## config.mk

```make
export PLATFORM = sky130hd
export DESIGN_NAME = mf_queue
export DESIGN_NICKNAME = d
export VERILOG_FILES = /design/src/sv/mf_pkg.sv /design/src/sv/mf_queue.sv
export SDC_FILE = /design/constraint.sdc
export NUM_CORES = 1
export LEC_CHECK = 0
export BUFFER_PORTS_ARGS = -buffer_cell sky130_fd_sc_hd__buf_2
export CORE_AREA = 3 3 292 294
export CTS_CLUSTER_SIZE = 16
export DETAILED_ROUTE_END_ITERATION = 8
export DIE_AREA = 0 0 295 297
export PLACE_DENSITY = 0.76
export SLEW_MARGIN = 0
export SYNTH_ARGS = -nofsm -noshare
export SYNTH_HDL_FRONTEND = slang
export SYNTH_SLANG_ARGS = --single-unit
```

## constraint.sdc

```tcl
create_clock -name clk -period 8.04 [get_ports clk]
set_input_delay 1.206 -clock clk [delete_from_list [all_inputs] [get_ports clk]]
set_output_delay 1.206 -clock clk [all_outputs]
set_load 0.05 [all_outputs]
```

## src/sv/mf_pkg.sv

```systemverilog
// shared types, constants and compare-exchange functions of the 3x3 median filter
package mf_pkg;

	// line buffer depth and derived widths
	localparam int MAX_WIDTH = 1024;
	localparam int ADDR_W    = $clog2(MAX_WIDTH);
	localparam int CNT_W     = $clog2(MAX_WIDTH + 1);

	// register field widths
	localparam int FW_W   = 11;
	localparam int FH_W   = 16;
	localparam int CC_W   = 3;
	localparam int CFG_W  = 16;
	localparam int IDX_W  = 2;

	// queue between front and back, depth a power of two
	localparam int QDEPTH  = 4;
	localparam int QPTR_W  = $clog2(QDEPTH);
	localparam int QCNT_W  = $clog2(QDEPTH + 1);

	typedef enum logic [IDX_W-1:0] {
		CFG_WIDTH    = 2'd0,
		CFG_HEIGHT   = 2'd1,
		CFG_CHANNELS = 2'd2
	} cfg_idx_t;

	typedef enum logic {
		OP_PIXEL = 1'b0,
		OP_FLUSH = 1'b1
	} op_t;

	typedef logic [31:0]      pix_t;
	typedef logic [8:0][7:0]  nine_t;
	typedef logic [8:0][31:0] win_t;

	// one classified word for the back end
	typedef struct packed {
		win_t px;
		logic has_a;
		logic a_med;
		logic has_b;
		logic fend;
	} q_entry_t;

	function automatic nine_t cx(nine_t v, int i, int j);
		logic [7:0] lo;
		logic [7:0] hi;
		lo = (v[i] < v[j]) ? v[i] : v[j];
		hi = (v[i] < v[j]) ? v[j] : v[i];
		v[i] = lo;
		v[j] = hi;
		return v;
	endfunction

	function automatic nine_t kmin(nine_t v, int i, int j);
		if (v[j] < v[i]) v[i] = v[j];
		return v;
	endfunction

	function automatic nine_t kmax(nine_t v, int i, int j);
		if (v[i] > v[j]) v[j] = v[i];
		return v;
	endfunction

	// first three layers: sort each column triple
	function automatic nine_t med_first(nine_t v);
		v = cx(v, 0, 1); v = cx(v, 3, 4); v = cx(v, 6, 7);
		v = cx(v, 1, 2); v = cx(v, 4, 5); v = cx(v, 7, 8);
		v = cx(v, 0, 1); v = cx(v, 3, 4); v = cx(v, 6, 7);
		return v;
	endfunction

	// remaining steps of the network, median lands in slot four
	function automatic logic [7:0] med_last(nine_t v);
		v = kmax(v, 0, 3); v = kmax(v, 3, 6);
		v = cx(v, 1, 4);   v = kmin(v, 4, 7); v = kmax(v, 1, 4);
		v = kmin(v, 5, 8); v = kmin(v, 2, 5);
		v = cx(v, 2, 4);   v = kmin(v, 4, 6); v = kmax(v, 2, 4);
		return v[4];
	endfunction

	// first layers on all four channels
	function automatic win_t win_first(win_t px);
		nine_t v;
		win_t  r;
		for (int c = 0; c < 4; c++) begin
			for (int k = 0; k < 9; k++) v[k] = px[k][8*c +: 8];
			v = med_first(v);
			for (int k = 0; k < 9; k++) r[k][8*c +: 8] = v[k];
		end
		return r;
	endfunction

	// last layers on all four channels
	function automatic pix_t win_last(win_t px);
		nine_t v;
		pix_t  r;
		for (int c = 0; c < 4; c++) begin
			for (int k = 0; k < 9; k++) v[k] = px[k][8*c +: 8];
			r[8*c +: 8] = med_last(v);
		end
		return r;
	endfunction

endpackage

```

## src/sv/mf_queue.sv

```systemverilog
// short queue of classified words between front and back
module mf_queue (
	input  logic                      clk,
	input  logic                      arst_n,
	input  logic                      push,
	input  mf_pkg::q_entry_t          wr_entry,
	input  logic                      pop,
	output mf_pkg::q_entry_t          head,
	output logic [mf_pkg::QCNT_W-1:0] cnt
);

	mf_pkg::q_entry_t          mem_q [mf_pkg::QDEPTH];
	logic [mf_pkg::QPTR_W-1:0] wr_q;
	logic [mf_pkg::QPTR_W-1:0] rd_q;
	logic [mf_pkg::QCNT_W-1:0] cnt_q;

	// pointers wrap naturally, depth is a power of two
	always_ff @(posedge clk or negedge arst_n) begin
		if (!arst_n) begin
			wr_q  <= '0;
			rd_q  <= '0;
			cnt_q <= '0;
		end else begin
			if (push) wr_q <= wr_q + mf_pkg::QPTR_W'(1);
			if (pop) rd_q <= rd_q + mf_pkg::QPTR_W'(1);
			case ({push, pop})
				2'b10:   cnt_q <= cnt_q + mf_pkg::QCNT_W'(1);
				2'b01:   cnt_q <= cnt_q - mf_pkg::QCNT_W'(1);
				default: ;
			endcase
		end
	end

	// storage
	always_ff @(posedge clk) begin
		if (push) mem_q[wr_q] <= wr_entry;
	end

	assign head = mem_q[rd_q];
	assign cnt  = cnt_q;

endmodule

```

== Yosys cells after proc, flatten, opt, wreduce, memory -nomap -nowiden ==
Memories as Yosys holds them, arrays and structs flattened.
Index checks and enable logic that the tools add are counted.

* Bits in writable memories: 1168
* Flip-flop bits (word level): 7
* Memories kept: 1
* Output and inout bits: 295
* Bits in read-only memories: 0
* Latch bits: 0
* Input port bits: 296

* Reductions and logical operators: 1
* Magnitude comparators: 0
* Muxes and demuxes: 3
* Bitwise operators: 0
* Multiply operators: 0
* Shifts and indexed selects: 0
* Equality and inequality tests: 2
* Divide/modulo/power cells: 0
* $add $sub $neg: 4

{| class="wikitable"
|+ Memory list
! name !! words !! bits a word !! read ports !! clocked after Yosys merged registers in !! write ports !! line !! RTL
|-
| mem_q || 4 || 292 || 1 || 0 || 1 || mf_queue.sv:12 || <nowiki>mf_pkg::q_entry_t mem_q [mf_pkg::QDEPTH];</nowiki>
|}

{| class="wikitable"
|+ Operator list
! kind !! count
|-
| 3-bit one-hot mux with 2 select lines || 1
|-
| 2-bit by 1-bit adder with 2-bit output, second input constant || 2
|-
| 3-bit by 1-bit adder with 3-bit output, second input constant || 1
|-
| 3-bit by 1-bit subtractor with 3-bit output, second input constant || 1
|-
| 2-bit by 1-bit equality test with 1-bit output, second input constant || 1
|-
| 2-bit equality test, second input constant || 1
|-
| 1-bit 2-to-1 mux || 2
|-
| 2-bit nonzero test || 1
|}

== Logic depth before layout (Yosys ltp) ==
* Depth after elaboration: 2
* Mapped depth: 7
* Depth with buffers taken out: 7

== Worst setup path before layout ==
Ideal clock, no wire load.

* Path type: input-to-reg
* Start point: in push
* End point: mem mem_q[0][0] (netlist bit), enable pin
* Setup slack: -0.444 ns
* Setup time: 0.689 ns
* Cell stages on the path: 1
* Arrival: 7.794 ns
* Required time: 7.351 ns
* Path buffers: 0
* Path through: and2_1

* Cells in the longest elaborated chain, start to end: 2

{| class="wikitable"
|+ RTL lines
! item !! line !! RTL
|-
| start: declaration || mf_queue.sv:5 || <nowiki>input logic push,</nowiki>
|-
| 1-bit 2-to-1 mux || mf_queue.sv:36 || <nowiki>if (push) mem_q[wr_q] <= wr_entry;</nowiki>
|-
| 1-bit 2-to-1 mux (not written as such) || mf_queue.sv:36 ||
|-
| end: declaration || mf_queue.sv:12 ||
|}

No other way between the ends.

==> key figures <==
Placement
  • HPWL Detailed: 50.8 mm
  • Port-buffer cells: 590
  • Placed inst area: 0.0471 mm^2
  • Placer Congestion: between 0.7 and 0.8

Clocking
  • H-tree levels: 3
  • CTS tree: built
  • Post-CTS setup buffer count: 0
  • Root buf cell: clkbuf_16
  • Clock Tree Buf Depth: 3
  • Post_cts resized: 0
  • Clock-pin slew on the worst setup and hold paths: 60 ps
  • Hold-fix buffers at CTS: 0
  • Cts bufs inserted: 112
  • Clk sink count: 1175
  • Clock latency on the worst-skew pair: 650 ps

Setup path
  • Crit end category: primary output
  • R2R depth: 4
  • Critical Path Fanout Max: roughly 160
  • Arr. time, crit path: 3520 ps
  • WP buf/inv: 2
  • Crit path kind: flip-flop to primary output
  • R2R Setup Slk: 5070 ps
  • Slowest Stage Delay on Critical Path: 1020 ps
  • Worst path slowest cell: dfrtp_4
  • Crit path cell chain: buf_12 -> mux4_1 -> buf_2
  • Required @ worst endpoint: 6830 ps
  • Worst r2r src: wr_q[1]$_DFFE_PN0P_
  • Crit start category: flip-flop
  • CP delay by family, top: flip-flops
  • RR Endpoint: mem_q[1][84]$_DFFE_PP_

Floorplanning
  • DIE AREA: approximately 0.09 mm^2
  • Die H: 297 um
  • I/O Pins: ~600
  • Row cnt: 106
  • Core footprint: 0.0832 mm^2
  • Die X: 295 um
  • Initial core utilization: 51.8%

Detailed routing
  • DR WL/cell: between 20 and 30 um
  • Residual DRC count: 0
  • Drt total wl: 85.9 mm
  • Initial drt markers: 1573
  • DRT Pass-1 Iters: 5
  • Via count: 19200
  • ANT nets after route: 0
  • Vias/cell: 5.65

Yosys
  • Sequential area share after synthesis: 81.9%
  • Syn Std Cell Area: 0.0431 mm^2
  • Synth area leaders: edfxtp_1, mux4_1, mux4_2, buf_6, dfrtp_1
  • Synth top area share: 81.4%
  • Syn_nets: 1862
  • Post-synth ARST share: less than 1%
  • Ys flop type: edfxtp_1
  • Syn Inst Count: 1560
  • Yosys cell types: 18
  • Number of synthesized flops with an enable pin: 1168
  • Cell taking the most area after synthesis: edfxtp_1
  • Synth warn: 0
  • Post-synthesis register bit count: 1175
  • Mean post-synth cell area: 27.6 um^2

Power
  • P per Cell Area: roughly 420 mW/mm^2
  • Leakage: 17.4 nW
  • VDD IR-drop max: 0.323 mV

GRT
  • Vias in the first global route: 20300
  • First-pass GRT wire length: 129 mm
  • GR Overflow Total: 0
  • Initial antenna violation count: 40
  • Gr usage total: 19.5%
  • Largest net degree at the start of global routing: roughly 160

Cells and area
  • Post-route cell area: 0.0506 mm^2
  • Final Core Density: 60.8%
  • Final #Nets: 2514
  • Area growth, synth to finish: 17.5%
  • Fill count: 5548
  • Share of cells above drive strength 1: 39.8%

STA
  • Rel. slew slack: 4.93%
  • Final setup violating endpoints: 0
  • Final Hold Viols: 0
  • Fmax: 212 MHz
  • Period minus WS final: 4730 ps
  • Max-slew violation count: 0
  • Clk_skew: 21.6 ps
  • Crit share post-route: 58.8%
  • Setup Total Neg Slack: 0 ps
  • Slew @ Worst Pin: 1430 ps
  • RSZ-0062 raised after global routing: no

Run status
  • Outcome: completed

Worst hold path
  • Hold Path Class: primary input to asynchronous set/reset pin

Flow run
  • Max Cap Viol: 0
registers in the layout, summed over array words and instances, names as in the netlist:
name   cells
rd_q       2
mem_q   1168
wr_q       2
cnt        3
worst max path at each step:
stage / from / cells past startpoint / end / slack, ps
after floorplan: push / 1 / mem_q[1][0]$_DFFE_PP_ / 2830
after global placement: rd_q[0]$_DFFE_PN0P_ / 3 / head[83] / 3950
after detailed placement: rd_q[0]$_DFFE_PN0P_ / 3 / head[98] / 3950
after CTS: rd_q[0]$_DFFE_PN0P_ / 3 / head[107] / 3220
after global routing: rd_q[0]$_DFFE_PN0P_ / 3 / head[92] / 3080
final: rd_q[1]$_DFFE_PN0P_ / 3 / head[189] / 3310
layout by cell type (no fill, tap or decap), types with 2 or more instances in the layout:
master | netlist | final
clkbuf_1 | 5 | 27
clkinvlp_4 | 0 | 6
and2_4 | 0 | 4
diode_2 | 0 | 25
bufinv_16 | 0 | 7
clkinv_4 | 0 | 3
buf_4 | 0 | 5
buf_12 | 0 | 9
xor2_1 | 4 | 4
clkbuf_16 | 0 | 112
nand2_1 | 2 | 2
inv_16 | 0 | 3
edfxtp_1 | 1168 | 1168
buf_2 | 31 | 590
xnor2_1 | 2 | 2
mux4_1 | 135 | 135
inv_1 | 6 | 6
ha_1 | 5 | 5
dfrtp_1 | 7 | 5
dfrtp_4 | 0 | 2
clkinv_1 | 0 | 26
clkinv_2 | 0 | 14
mux4_2 | 157 | 157
stage by stage:
step                      hold slack, ps  power (W)  std cells  setup WS [ps]
final                                373     0.0214       3403           3310
after global routing                 334     0.0222       3391           3080
after CTS                            314     0.0216       3378           3220
after detailed placement             454     0.0166       3178           3950
after global placement               455     0.0165       3178           3950
after floorplan                      491     0.0149       1560           2830
power by group:
group	leakage [nW]	switching [W]	internal, W
clock	1.67	0.00213	0.00279
sequential	10.8	0.000364	0.00802
combinational	4.97	0.00581	0.00225
total	17.4	0.00831	0.0131
cell families (layout without fill, tap and decap cells):
logic type	count (synthesis)	count (layout)	share of synthesized area, %
multiplexers	293	293	16.5
AND/OR/NAND/NOR	7	7	0.0842
buffers and inverters	72	810	1.27
flip-flops	1175	1175	81.9
other	0	25	0
XOR/XNOR	6	6	0.122
adder cells (fa/ha/maj)	6	6	0.192
AO/OA/AOI/OAI	1	1	0.0116
synth_stat cells (2+ instances only):
library cell  instances
mux4_1              135
buf_2                31
nand2_1               2
clkbuf_1              5
mux4_2              157
edfxtp_1           1168
inv_1                 6
and2_1                4
xnor2_1               2
ha_1                  5
buf_8                 3
xor2_1                4
buf_6                27
dfrtp_1               7
routing by layer:
layer | GRT usage (%) | wire (um)
met5 | 0 | 234
met4 | 5.61 | 2150
met3 | 7.53 | 8730
met2 | 32.6 | 43600
met1 | 23.9 | 31200
cell type report:
class / instances / area [um^2] / share of cell area (%)
flip-flops and latches: 1175 / 35300 / 69.7
multi-input cells: 313 / 7280 / 14.4
repair buffers: 604 / 3170 / 6.27
clock buffers: 139 / 2900 / 5.74
well taps: 1080 / 1350 / 2.67
clock inverters: 61 / 551 / 1.09
diodes: 25 / 62.6 / 0.124
inverters: 6 / 22.5 / 0.0445
Power figures use the tool's default switching activity.
