===== config.mk =====
export PLATFORM = sky130hd
export DESIGN_NAME = mf_back_flat
export DESIGN_NICKNAME = d
export VERILOG_FILES = /design/src/sv/mf_pkg.sv /design/src/sv/mf_if.sv /design/src/sv/mf_back.sv /design/src/flat_wrapper.sv
export SDC_FILE = /design/constraint.sdc
export NUM_CORES = 2
export LEC_CHECK = 0
export ABC_AREA = 1
export BUFFER_PORTS_ARGS = -buffer_cell sky130_fd_sc_hd__buf_2
export CAP_MARGIN = 30
export CORE_ASPECT_RATIO = 1.75
export CORE_UTILIZATION = 30
export CTS_CLUSTER_DIAMETER = 200
export DETAILED_ROUTE_END_ITERATION = 6
export PLACE_DENSITY = 0.49
export SLEW_MARGIN = 25
export SYNTH_ARGS = -nofsm -noshare
export SYNTH_HDL_FRONTEND = slang
export SYNTH_SLANG_ARGS = --single-unit

===== constraint.sdc =====
create_clock -name clk -period 22.7 [get_ports clk]
set_clock_uncertainty 0.2 [all_clocks]
set_input_delay 3.405 -clock clk [delete_from_list [all_inputs] [get_ports clk]]
set_output_delay 3.405 -clock clk [all_outputs]
set_load 0.05 [all_outputs]

===== src/sv/mf_pkg.sv =====
// shared types, constants and compare-exchange functions of the 3x3 median filter
package mf_pkg;

	// line buffer depth and derived widths
	localparam int MAX_WIDTH = 1024;
	localparam int ADDR_W    = $clog2(MAX_WIDTH);
	localparam int CNT_W     = $clog2(MAX_WIDTH + 1);

	// register field widths
	localparam int FW_W   = 11;
	localparam int FH_W   = 16;
	localparam int CC_W   = 3;
	localparam int CFG_W  = 16;
	localparam int IDX_W  = 2;

	// queue between front and back, depth a power of two
	localparam int QDEPTH  = 4;
	localparam int QPTR_W  = $clog2(QDEPTH);
	localparam int QCNT_W  = $clog2(QDEPTH + 1);

	typedef enum logic [IDX_W-1:0] {
		CFG_WIDTH    = 2'd0,
		CFG_HEIGHT   = 2'd1,
		CFG_CHANNELS = 2'd2
	} cfg_idx_t;

	typedef enum logic {
		OP_PIXEL = 1'b0,
		OP_FLUSH = 1'b1
	} op_t;

	typedef logic [31:0]      pix_t;
	typedef logic [8:0][7:0]  nine_t;
	typedef logic [8:0][31:0] win_t;

	// one classified word for the back end
	typedef struct packed {
		win_t px;
		logic has_a;
		logic a_med;
		logic has_b;
		logic fend;
	} q_entry_t;

	function automatic nine_t cx(nine_t v, int i, int j);
		logic [7:0] lo;
		logic [7:0] hi;
		lo = (v[i] < v[j]) ? v[i] : v[j];
		hi = (v[i] < v[j]) ? v[j] : v[i];
		v[i] = lo;
		v[j] = hi;
		return v;
	endfunction

	function automatic nine_t kmin(nine_t v, int i, int j);
		if (v[j] < v[i]) v[i] = v[j];
		return v;
	endfunction

	function automatic nine_t kmax(nine_t v, int i, int j);
		if (v[i] > v[j]) v[j] = v[i];
		return v;
	endfunction

	// first three layers: sort each column triple
	function automatic nine_t med_first(nine_t v);
		v = cx(v, 0, 1); v = cx(v, 3, 4); v = cx(v, 6, 7);
		v = cx(v, 1, 2); v = cx(v, 4, 5); v = cx(v, 7, 8);
		v = cx(v, 0, 1); v = cx(v, 3, 4); v = cx(v, 6, 7);
		return v;
	endfunction

	// remaining steps of the network, median lands in slot four
	function automatic logic [7:0] med_last(nine_t v);
		v = kmax(v, 0, 3); v = kmax(v, 3, 6);
		v = cx(v, 1, 4);   v = kmin(v, 4, 7); v = kmax(v, 1, 4);
		v = kmin(v, 5, 8); v = kmin(v, 2, 5);
		v = cx(v, 2, 4);   v = kmin(v, 4, 6); v = kmax(v, 2, 4);
		return v[4];
	endfunction

	// first layers on all four channels
	function automatic win_t win_first(win_t px);
		nine_t v;
		win_t  r;
		for (int c = 0; c < 4; c++) begin
			for (int k = 0; k < 9; k++) v[k] = px[k][8*c +: 8];
			v = med_first(v);
			for (int k = 0; k < 9; k++) r[k][8*c +: 8] = v[k];
		end
		return r;
	endfunction

	// last layers on all four channels
	function automatic pix_t win_last(win_t px);
		nine_t v;
		pix_t  r;
		for (int c = 0; c < 4; c++) begin
			for (int k = 0; k < 9; k++) v[k] = px[k][8*c +: 8];
			r[8*c +: 8] = med_last(v);
		end
		return r;
	endfunction

endpackage


===== src/sv/mf_if.sv =====


interface mf_out_if;
	logic       valid;
	logic       ready;
	logic [7:0] out_chan0;
	logic [7:0] out_chan1;
	logic [7:0] out_chan2;
	logic [7:0] out_chan3;
	logic       run_last;
	logic       frame_end;

	modport source (output valid, out_chan0, out_chan1, out_chan2, out_chan3, run_last,
		frame_end, input ready);
	modport sink (input valid, out_chan0, out_chan1, out_chan2, out_chan3, run_last,
		frame_end, output ready);
endinterface


===== src/sv/mf_back.sv =====
// back end: median network and result sequencing
module mf_back (
	input  logic                      clk,
	input  logic                      arst_n,
	input  mf_pkg::q_entry_t          head,
	input  logic [mf_pkg::QCNT_W-1:0] q_cnt,
	input  logic [mf_pkg::CC_W-1:0]   chan_cnt,
	output logic                      pop,
	mf_out_if.source                  results
);

	logic         bv_s1;
	mf_pkg::win_t srt_s1;
	mf_pkg::pix_t pass_a_s1;
	mf_pkg::pix_t pass_b_s1;
	logic         has_a_s1;
	logic         a_med_s1;
	logic         has_b_s1;
	logic         fend_s1;
	logic         phase_q;

	logic         out_v_q;
	mf_pkg::pix_t out_pix_q;
	logic         out_last_q;
	logic         out_fend_q;

	mf_pkg::pix_t a_val;
	mf_pkg::pix_t word;
	logic         word_last;
	logic         word_fend;
	logic         out_free;
	logic         emit;
	logic         first_of_two;
	logic         done;
	logic         load;

	// pick the next word from the held entry
	always_comb begin
		a_val        = a_med_s1 ? mf_pkg::win_last(srt_s1) : pass_a_s1;
		out_free     = ~out_v_q | results.ready;
		emit         = bv_s1 & out_free;
		first_of_two = has_a_s1 & ~phase_q & has_b_s1;
		if (has_a_s1 && !phase_q) begin
			word      = a_val;
			word_last = ~has_b_s1;
			word_fend = 1'b0;
		end else begin
			word      = pass_b_s1;
			word_last = 1'b1;
			word_fend = fend_s1;
		end
		done = emit & ~first_of_two;
		load = (q_cnt != '0) & (~bv_s1 | done);
	end

	assign pop = load;

	// entry stage control
	always_ff @(posedge clk or negedge arst_n) begin
		if (!arst_n) begin
			bv_s1   <= 1'b0;
			phase_q <= 1'b0;
		end else if (load) begin
			bv_s1   <= 1'b1;
			phase_q <= 1'b0;
		end else if (done) begin
			bv_s1 <= 1'b0;
		end else if (emit) begin
			phase_q <= 1'b1;
		end
	end

	// entry stage payload, first network layers applied on load
	always_ff @(posedge clk) begin
		if (load) begin
			srt_s1    <= mf_pkg::win_first(head.px);
			pass_a_s1 <= head.px[4];
			pass_b_s1 <= head.px[7];
			has_a_s1  <= head.has_a;
			a_med_s1  <= head.a_med;
			has_b_s1  <= head.has_b;
			fend_s1   <= head.fend;
		end
	end

	// output register
	always_ff @(posedge clk or negedge arst_n) begin
		if (!arst_n) out_v_q <= 1'b0;
		else if (out_free) out_v_q <= emit;
	end

	always_ff @(posedge clk) begin
		if (out_free) begin
			out_pix_q[7:0]   <= (chan_cnt > mf_pkg::CC_W'(0)) ? word[7:0]   : 8'd0;
			out_pix_q[15:8]  <= (chan_cnt > mf_pkg::CC_W'(1)) ? word[15:8]  : 8'd0;
			out_pix_q[23:16] <= (chan_cnt > mf_pkg::CC_W'(2)) ? word[23:16] : 8'd0;
			out_pix_q[31:24] <= (chan_cnt > mf_pkg::CC_W'(3)) ? word[31:24] : 8'd0;
			out_last_q       <= word_last;
			out_fend_q       <= word_fend;
		end
	end

	assign results.valid     = out_v_q;
	assign results.out_chan0 = out_pix_q[7:0];
	assign results.out_chan1 = out_pix_q[15:8];
	assign results.out_chan2 = out_pix_q[23:16];
	assign results.out_chan3 = out_pix_q[31:24];
	assign results.run_last  = out_last_q;
	assign results.frame_end = out_fend_q;

endmodule


===== src/flat_wrapper.sv =====
// flat-port wrapper written by rule: the top's interface ports become plain ports
module mf_back_flat 
  (clk, arst_n, head, q_cnt, chan_cnt, pop, results_valid, results_out_chan0, results_out_chan1, results_out_chan2, results_out_chan3, results_run_last, results_frame_end, results_ready);
  mf_out_if results_i ();
  input  logic clk;
  input  logic arst_n;
  input  mf_pkg::q_entry_t head;
  input  logic [mf_pkg::QCNT_W-1:0] q_cnt;
  input  logic [mf_pkg::CC_W-1:0] chan_cnt;
  output logic pop;
  output wire logic [$bits(results_i.valid)-1:0] results_valid;
  output wire logic [$bits(results_i.out_chan0)-1:0] results_out_chan0;
  output wire logic [$bits(results_i.out_chan1)-1:0] results_out_chan1;
  output wire logic [$bits(results_i.out_chan2)-1:0] results_out_chan2;
  output wire logic [$bits(results_i.out_chan3)-1:0] results_out_chan3;
  output wire logic [$bits(results_i.run_last)-1:0] results_run_last;
  output wire logic [$bits(results_i.frame_end)-1:0] results_frame_end;
  input wire logic [$bits(results_i.ready)-1:0] results_ready;
  assign results_valid = results_i.valid;
  assign results_out_chan0 = results_i.out_chan0;
  assign results_out_chan1 = results_i.out_chan1;
  assign results_out_chan2 = results_i.out_chan2;
  assign results_out_chan3 = results_i.out_chan3;
  assign results_run_last = results_i.run_last;
  assign results_frame_end = results_i.frame_end;
  assign results_i.ready = results_ready;
  mf_back u_core (.clk(clk), .arst_n(arst_n), .head(head), .q_cnt(q_cnt), .chan_cnt(chan_cnt), .pop(pop), .results(results_i));
endmodule

=== Word level (Yosys, flattened, before mapping) ===
Cells that the tools add are included.
Widths: inputs -> output; s select.

* Eq/ne operators: 1
* Multipliers: 0
* Reduce and logical (&&, ||, !) cells: 6
* Add/subtract/negate cells: 0
* Order comparisons: 80
* Div/mod/pow operators: 0
* Shifts and indexed selects: 0
* Bitwise operators: 12
* Mux-type cells: 127

{| class="wikitable"
|+ Operators by type and width
! kind !! count
|-
| $mux 8 || 120
|-
| $lt 8x8->1 || 60
|-
| $gt 8x8->1 || 16
|-
| $mux 32 || 2
|-
| $gt 3x1->1 const B || 2
|-
| $gt 3x2->1 const B || 2
|-
| $and 1x1->1 || 5
|-
| $mux 1 || 5
|-
| $not 1->1 || 5
|-
| $reduce_bool 2->1 || 2
|-
| $reduce_bool 3->1 || 1
|-
| $ne 2x2->1 const B || 1
|-
| $or 1x1->1 || 2
|-
| $reduce_and 2->1 || 1
|-
| $logic_and 1x1->1 || 1
|-
| $logic_not 1->1 || 1
|}

* Output and inout port bits: 36
* Register bits after elaboration: 393
* Memories: 0
* Latch bits: 0
* Input bits: 301
* ROM bits: 0
* Logic and storage cells: 250
* RAM bits: 0

=== Logic depth before layout (Yosys ltp) ===
* Depth in word-level cells: 14
* Gate-level depth with buffers: 70

=== Least setup slack after synthesis ===
No wires, ideal clock.

* Path type: input-to-output
* From: input results_ready
* To: output pop
* Slack: -0.686 ns
* Arrival time: 19.781 ns
* Required time: 19.095 ns
* Stages: 4
* Cells stage by stage: nor2_1 -> inv_1 -> o21ai_0 -> nor2_1

* Cells in the longest elaborated chain, start to end: 5

{| class="wikitable"
|+ RTL lines
! element !! RTL line !! source
|-
| start, declared || flat_wrapper.sv:18 || <nowiki>input wire logic [$bits(results_i.ready)-1:0] results_ready;</nowiki>
|-
| $or 1x1->1 || mf_back.sv:40 || <nowiki>out_free = ~out_v_q | results.ready;</nowiki>
|-
| via u_core.out_free || mf_back.sv:31 || <nowiki>logic out_free;</nowiki>
|-
| $and 1x1->1 || mf_back.sv:41 || <nowiki>emit = bv_s1 & out_free;</nowiki>
|-
| $and 1x1->1 || mf_back.sv:52 || <nowiki>done = emit & ~first_of_two;</nowiki>
|-
| $or 1x1->1 || mf_back.sv:53 || <nowiki>load = (q_cnt != '0) & (~bv_s1 | done);</nowiki>
|-
| $and 1x1->1 || mf_back.sv:53 ||
|-
| end, declared || flat_wrapper.sv:10 || <nowiki>output logic pop;</nowiki>
|}

The timed path passes the listed nets, and every way through them passes these cells.

=== Final worst setup path ===
* From: register u_core.srt_s1[143] (netlist name)
* To: register u_core.out_pix_q[10], data pin

* Cells in the longest elaborated chain, start to end: 14
* Elaborated cells on any way between the ends: 16
* Those cells by class: 6 x order compare; 10 x mux

{| class="wikitable"
|+ RTL lines
! element !! RTL line !! source
|-
| start, declared || mf_back.sv:13 || <nowiki>mf_pkg::win_t srt_s1;</nowiki>
|-
| start signal, assigned || mf_back.sv:76 || <nowiki>srt_s1 <= mf_pkg::win_first(head.px);</nowiki>
|-
| $lt 8x8->1 || mf_pkg.sv:48, mf_pkg.sv:49 ||
|-
| $mux 8 || mf_pkg.sv:49 || <nowiki>hi = (v[i] < v[j]) ? v[j] : v[i];</nowiki>
|-
| $lt 8x8->1 || mf_pkg.sv:56 || <nowiki>if (v[j] < v[i]) v[i] = v[j];</nowiki>
|-
| $mux 8 || mf_pkg.sv:56 ||
|-
| $gt 8x8->1 || mf_pkg.sv:61 || <nowiki>if (v[i] > v[j]) v[j] = v[i];</nowiki>
|-
| $mux 8 * || mf_pkg.sv:61 ||
|-
| $lt 8x8->1 || mf_pkg.sv:48, mf_pkg.sv:49 ||
|-
| $mux 8 || mf_pkg.sv:49 ||
|-
| $lt 8x8->1 || mf_pkg.sv:56 ||
|-
| $mux 8 || mf_pkg.sv:56 ||
|-
| $gt 8x8->1 || mf_pkg.sv:61 ||
|-
| $mux 8 * || mf_pkg.sv:61 ||
|-
| $mux 32 * || mf_back.sv:39 || <nowiki>a_val = a_med_s1 ? mf_pkg::win_last(srt_s1) : pass_a_s1;</nowiki>
|-
| $mux 32 * || mf_back.sv:43 || <nowiki>if (has_a_s1 && !phase_q) begin</nowiki>
|-
| end signal, assigned || mf_back.sv:95 || <nowiki>out_pix_q[15:8] <= (chan_cnt > mf_pkg::CC_W'(1)) ? word[15:8] : 8'd0;</nowiki>
|-
| end, declared || mf_back.sv:23 || <nowiki>mf_pkg::pix_t out_pix_q;</nowiki>
|}

Mark *: on every way between the ends. The rest lies on a longest branch, timed or not.
A chain may end at the register's enable or synchronous reset.

==> reports/summary.txt <==
CP Class: reg2reg
cells after synthesis: 4,915
critical path's slowest cell: a211oi_2
final setup vio count: 0
GRT Total Usage: 0.190
EDFF count, synth: 390
Max Clk Rate: 96.7 MHz
Synth area leaders: edfxtp_1 32%, ha_1 18%, nand2_1 12%
initial core utilization: 0.303
layout cells sized above 1: 0.105
number of buffers created by CTS: 44
Vias: 32,900
Routed WL: 119 mm
Synth top cells by count: 1,162 x nand2_1, 805 x o21ai_0, 705 x inv_1
min Tclk post-route: 10.34 ns
Die Ht: 462 microns
register area share after synthesis: 0.325
vias in the first global route: 31,000
synth warn: 0
port bufs: 336
Worst-path clk slew: 0.07 ns
Yosys reg bits: 393
post-CTS sizing: 0
top cell type's share of synthesized area: 0.322
routability cong.: 0.911
Startpoint Class: register
setup bufs post-CTS: 0
slew margin rel.: 0.338
crit-path max FO: 30
largest net degree at the start of global routing: 142
clock tree buffer depth: 3
ANT nets after route: 0
CTS tree: done
CORE AREA: 0.120 sq mm
synth unique cells: 44
fin nets: 6,000
Placed Cells: 6,654
DP HPWL: 101 mm
die width: 265 microns
via/cell ratio: 4.87
worst path arrival time: 10.50 ns
# DRC: 0
total I/O pin count: 337
Setup TNS: 0 ns
H-tree depth: 2
most frequent cell after synthesis: nand2_1
Top FF cell, synth: edfxtp_1
Final Hold Fails: 0
largest area contributor in the synthesized netlist: edfxtp_1
drt wl/cell: 17.6 microns
Pre-antenna DRT Iters: 7
starting DRC count in detailed routing: 1,628
async set or reset register ratio after synthesis: 0.00763
slowest stage delay, CP: 0.63 ns
Max Cap Viol: 0
syn nets: 5,736
status: finished clean
Clock Sinks: 393
die area: 0.123 sq mm
Hold Worst Slack: 0.300 ns
first-pass GRT wire length: 176 mm
Area growth syn-to-layout: 13.1%
crit share post-route: 0.456
Root Buffer: clkbuf_16
fin cells: 6,749
synthesized cell area: 0.0363 sq mm
count of final max-slew check failures: 0
initial antenna violation count: 37
Row Count: 168
unrepaired setup endpoints after global routing: no
Required @ worst endpoint: 22.86 ns
Hold Path Class: reg2reg
grt ovf: 0
Synth Area per Inst: 7.39 sq um
later-pin clock latency in the skew report: 0.61 ns
measured slew at the worst slew-check pin: 0.993 ns
hold_buf cts: 0
element type at the critical path end: register
==> critical path, delay by kind of cell (launching register included) <==
kind / cells / cell delay [ns]
adder cells (fa/ha/maj): 6 / 1.75
AO/OA/AOI/OAI: 18 / 5.02
buffers and inverters: 7 / 0.67
flip-flops: 1 / 0.44
AND/OR/NAND/NOR: 15 / 2.02
==> layer usage <==
metal  vias up  global-route usage  wire length (microns)
met3       199              0.0318                   5570
li1      17200                   -                      -
met5         -                   0                    256
met1     14700               0.204                  46500
met2       679               0.364                  61400
met4        38              0.0772                   4920
==> cells in the final DEF (no fill, tap or decap), drive strengths merged <==
cell type and instances:
edfxtp 390, o21a 10, a21o 6, o211ai 62, a221oi 1, o31ai 3
nor2 266, and3 2, nand3 189, ha 520, a32oi 3, dfrtp 3
o21ai 809, a21oi 405, and2 28, bufinv 4, nand3b 8, or2 2
clkbuf 51, nor3b 4, o221ai 1, clkinvlp 4, nand2 1224, nor3 1
a21boi 12, o21bai 9, clkinv 20, nand4 44, buf 368, a211oi 43
inv 722, diode 5
==> sequential cells by signal (all words and copies together) (netlist names) <==
signal and cells:
u_core.bv_s1 1, u_core.results.run_last 1, u_core.results.valid 1, u_core.has_a_s1 1, u_core.a_med_s1 1, u_core.pass_b_s1 32
u_core.fend_s1 1, u_core.results.frame_end 1, u_core.pass_a_s1 32, u_core.out_pix_q 32, u_core.srt_s1 288, u_core.phase_q 1
u_core.has_b_s1 1
==> final timing paths <==
kind                                    startpoint                    to  slack, ns  cells after the start
worst max-delay path            u_core.srt_s1[143]  u_core.out_pix_q[10]      12.36                     46
max in group asynchronous                   arst_n          u_core.bv_s1      19.82                      1
worst min-delay path                  u_core.bv_s1  u_core.results.valid       0.30                      2
worst max register to register  u_core.srt_s1[143]  u_core.out_pix_q[10]      12.36                     46
worst min register to register        u_core.bv_s1  u_core.results.valid       0.30                      2
min in group asynchronous                   arst_n  u_core.results.valid       2.38                      1
==> per-stage QoR <==
| stage | setup slack [ns] | util | instance area, sq um |
|---|---|---|---|
| 2_1_floorplan | 5.30 | - | 36300 |
| 3_3_place_gp | 12.51 | 0.330 | 39500 |
| 3_5_place_dp | 12.46 | 0.330 | 39500 |
| 4_1_cts | 12.44 | 0.342 | 41000 |
| 5_1_grt | 11.55 | 0.343 | 41100 |
| 6_report | 12.36 | 0.343 | 41100 |
==> area by class of cell <==
cell class / instances / area, sq um
clock inverter: 34 / 323
inverter: 716 / 2700
tap: 1530 / 1910
fill: 12900 / 78700
timing repair buffer: 372 / 1970
antenna: 5 / 12.5
sequential: 393 / 11800
clock buffer: 47 / 1130
multi-input combinational: 3652 / 21200
==> logic make-up (layout without fill, tap and decap cells) <==
group | Yosys count | in the layout | synth area share
AND/OR/NAND/NOR | 1768 | 1768 | 0.205
adder cells (fa/ha/maj) | 520 | 520 | 0.179
AO/OA/AOI/OAI | 1364 | 1364 | 0.200
buffers and inverters | 870 | 1169 | 0.0913
other | 0 | 5 | 0
flip-flops | 393 | 393 | 0.325
Power is not shown: default switching activity piles up to over one toggle a cycle in this logic, so the estimate is an artifact.
